### src/hdl/pewin_ram.sv
// Simple dual-port synchronous RAM with one write port and one registered read port.
// Used for the EEPROM store, the RAM store and the column latch; no package needed.
module pewin_ram #(
   parameter int  DEPTH = 256,
   parameter int  WIDTH = 8,
   localparam int AW    = $clog2(DEPTH)
) (
   input  logic             clock,
   input  logic             wr_en,
   input  logic [AW-1:0]    wr_addr,
   input  logic [WIDTH-1:0] wr_data,
   input  logic             rd_en,
   input  logic [AW-1:0]    rd_addr,
   output logic [WIDTH-1:0] rd_data
);

   logic [WIDTH-1:0] mem [DEPTH];
   logic [WIDTH-1:0] rd_data_ff;

   always_ff @(posedge clock) begin
      if (wr_en) begin
         mem[wr_addr] <= wr_data;
      end
      if (rd_en) begin
         rd_data_ff <= mem[rd_addr];
      end
   end

   assign rd_data = rd_data_ff;

endmodule

### config.mk
export PLATFORM = sky130hd
export DESIGN_NAME = pewin_ram
export DESIGN_NICKNAME = d
export VERILOG_FILES = /design/src/hdl/pewin_ram.sv
export SDC_FILE = /design/constraint.sdc
export NUM_CORES = 2
export LEC_CHECK = 0
export CORE_AREA = 2 2 384 386
export CTS_CLUSTER_DIAMETER = 120
export DETAILED_ROUTE_END_ITERATION = 8
export DIE_AREA = 0 0 386 388
export DONT_BUFFER_PORTS = 1
export PLACE_DENSITY_LB_ADDON = 0.25
export SETUP_SLACK_MARGIN = 0.15
export SLEW_MARGIN = 5
export SYNTH_ARGS = -nofsm -noshare
export SYNTH_HDL_FRONTEND = slang
export SYNTH_SLANG_ARGS = --single-unit
### constraint.sdc
create_clock -name clock -period 5.4 [get_ports clock]
set_input_delay 0.54 -clock clock [delete_from_list [all_inputs] [get_ports clock]]
set_output_delay 0.54 -clock clock [all_outputs]
set_load 0.1 [all_outputs]
==> results.md <==
- Status: finished, violations left
- Failing checks: max-slew violations
- Largest area contributor in the netlist: edfxtp_1
- PortBufs: 0
- Setup ws final: 1200 ps
- CP Class: in -> reg
- Fillers: 9,969
- Final wirelength: 189,000 um
- CTS H-tree lvls: 4
- Post-CTS setup buffer count: 0
- Post-synth ARST share: 0%
- Fmax: 238 MHz
- Ys flop type: edfxtp_1
- Reg-to-reg startpoint: mem[77][1]
- Post-synth EDFFs: 2,056
- # setup viols final: 0
- Pwr/cell area: 368 nW/um2
- R2R Path End: rd_data[1]
- Arrival time at the worst endpoint: 4740 ps
- DP Wirelength: 103,000 um
- Pin count of the biggest net entering global routing: 579
- Area of the core: 145,000 um2
- Max-slew headroom: -41.0%
- Width of the die: 386 um
- Final worst path period share: 77.7%
- CTS Buf Count: 198
- Leak pwr: 26.6 nW
- # clock sinks: 2,056
- Syn Std Cell Area: 79,600 um2
- Max-Cap Viols: 0
- Fin Setup TNS: 0 ps
- Cell count after placement: 5,456
- Post-synth cell types: 54
- Post-synthesis sequential area ratio: 77.5%
- Top-count cell post-synth: edfxtp_1
- Post-Syn Nets: 3,760
- Clk buf depth: 3
- Levels on crit path: 6
- Cell Rows: 140
- Area Growth Syn to Fin: 9.76%
- Critical Path Fanout Max: 446
- Tightest Hold Check Type: in -> reg
- Crit-path max cell delay: 1630 ps
- Worst setup SP type: input port
- Synthesis warning total: 0
- Sequential cell area: 61,700 um2
- ANT cells: 0
- Grt peak-use layer: met1
- Max VDD drop: 0.305 mV
- Met2 global-route usage: 37.9%
- DRT Pass-1 Iters: 6
- Antenna viol nets, final: 0
- Grt met1 use: 38.3%
- Worst Setup SP: rd_addr[1]
- Synth top cells by count: edfxtp_1, mux4_2, nor2_1
- Pre-CTS WS: 1440 ps
- Clock root cell: clkbuf_16
- Cells after Synth: 3,733
- Fin. Hold Viols: 0
- Worst Max-Slew Pin Slew: 2110 ps
- Multi-input gate area: 16,500 um2
- Path depth of the worst reg2reg path: 6
- Final core utilization: 60.2%
- Slowest CP cell: nand2_1
- Setup crit end: rd_data[6]
- I/O Pins: 35
- Total GRT Usage: 25.6%
- Layout Nets: 3,778
- Clk Latency, worst-skew pair: 830 ps
- WP buf/inv: 0
- Worst Setup End Kind: register
- Layout cells sized above 1: 20.3%
- CTS tree: yes
- Vias per cell: 6.61
- Met3 Usage GRT: 5.98%
- First-pass GRT wire length: 273,000 um
- Resized cells post-CTS: 0
- Die Ht: 388 um
- Final min period: 4200 ps
- Syn_area_per_cell: 21.3 um2
- Seq cells post-synth: 2,056
- Gr ovfl total: 0
- DR DRC count: 0
- Top delay family on crit path: simple AND/OR/NAND/NOR gates
- Final Max Slew Viols: 386
- Vias in the first global route: 38,100
- Final cell count without fillers: 5,831
- Synth area leaders: edfxtp_1, mux4_2, mux2i_1
- Reg-to-reg setup timing slack: 2450 ps
- Wirelength per Cell: 32.5 um
- Drt first-iter violations: 5,457
- GP Congestion: 0.834
- Initial antenna violation count: 7
- Crit-path cells: nand2_1 -> o221ai_1 -> a21oi_1 -> o22ai_1 -> nor4_1 -> nor4_2
- Post-CTS Hold Buffers: 11
- Worst Skew: 27.4 ps
- Starting Density: 54.8%
- Die area: 150,000 um2
- Yosys top cell area share: 77.5%
- Clock-pin slew on the worst setup and hold paths: 60 ps
- RSZ-0062 raised after global routing: false
- CP Data Required Time: 5940 ps
- Routed via count: 38,600
==> cells by family after synthesis <==
family	count (synthesis)	synth area share (%)
buffers and inverters	235	1.83
flip-flops	2056	77.5
AO/OA/AOI/OAI	385	3.42
AND/OR/NAND/NOR	466	2.63
multiplexers	591	14.6
==> power breakdown <==
group / internal, W / total [W] / leakage [nW] / switching (W)
sequential: 0.0176 / 0.0177 / 18.5 / 0.0000667
combinational: 0.000513 / 0.00128 / 5.12 / 0.000765
clock: 0.00726 / 0.0132 / 2.99 / 0.00591
==> layout by cell type (no fill, tap or decap), types with 33 or more instances in the layout <==
cell type  synthesis  routed
nor2_1           282     279
clkinv_1           1      53
edfxtp_1        2056    2056
clkbuf_16          0     198
mux4_2           454     454
clkinv_2           0      35
a22oi_1          133     133
buf_4             27      39
nand2_1           33      33
clkbuf_1         111      47
nand3_1           34      34
mux2i_1          134     134
a21oi_1           96      96
o221ai_1          46      46
==> area by class of cell <==
class | count | area share, %
well taps | 1917 | 2.74
clock inverters | 118 | 1.18
multi-input cells | 1442 | 18.9
flip-flops and latches | 2056 | 70.6
inverters | 2 | 0.00859
repair buffers | 51 | 0.653
clock buffers | 245 | 5.87
==> worst min-delay path by stage <==
stage,startpoint,slack (ps),cells past startpoint,to
2_1_floorplan,wr_data[0],640,0,mem[0][0]
3_3_place_gp,rd_en,660,0,rd_data[3]
5_1_grt,wr_data[5],50,1,mem[242][5]
4_1_cts,rd_addr[4],150,2,rd_data[6]
3_5_place_dp,rd_en,660,0,rd_data[5]
6_report,wr_data[5],70,1,mem[240][5]
==> stage by stage <==
stage	total power, W	instance area [um2]	hold WS [ps]
after floorplan	0.0189	79600	639
after global placement	0.0189	80900	661
after detailed placement	0.0190	81000	662
after CTS	0.0322	87400	154
after global routing	0.0329	87400	54.4
final	0.0321	87400	71.5
==> metal layers <==
layer  vias to the layer above  part of all wire (%)
li1                      15800                     -
met1                     20400                    40
met2                      2025                    47
met3                       325                    10
met4                         4                   3.1
met5                         -                 0.013
==> registers in the layout, summed over array words and instances (netlist names) <==
name	count
rd_data	8
mem	2048
Note: power is estimated with default switching activity, not from simulation.
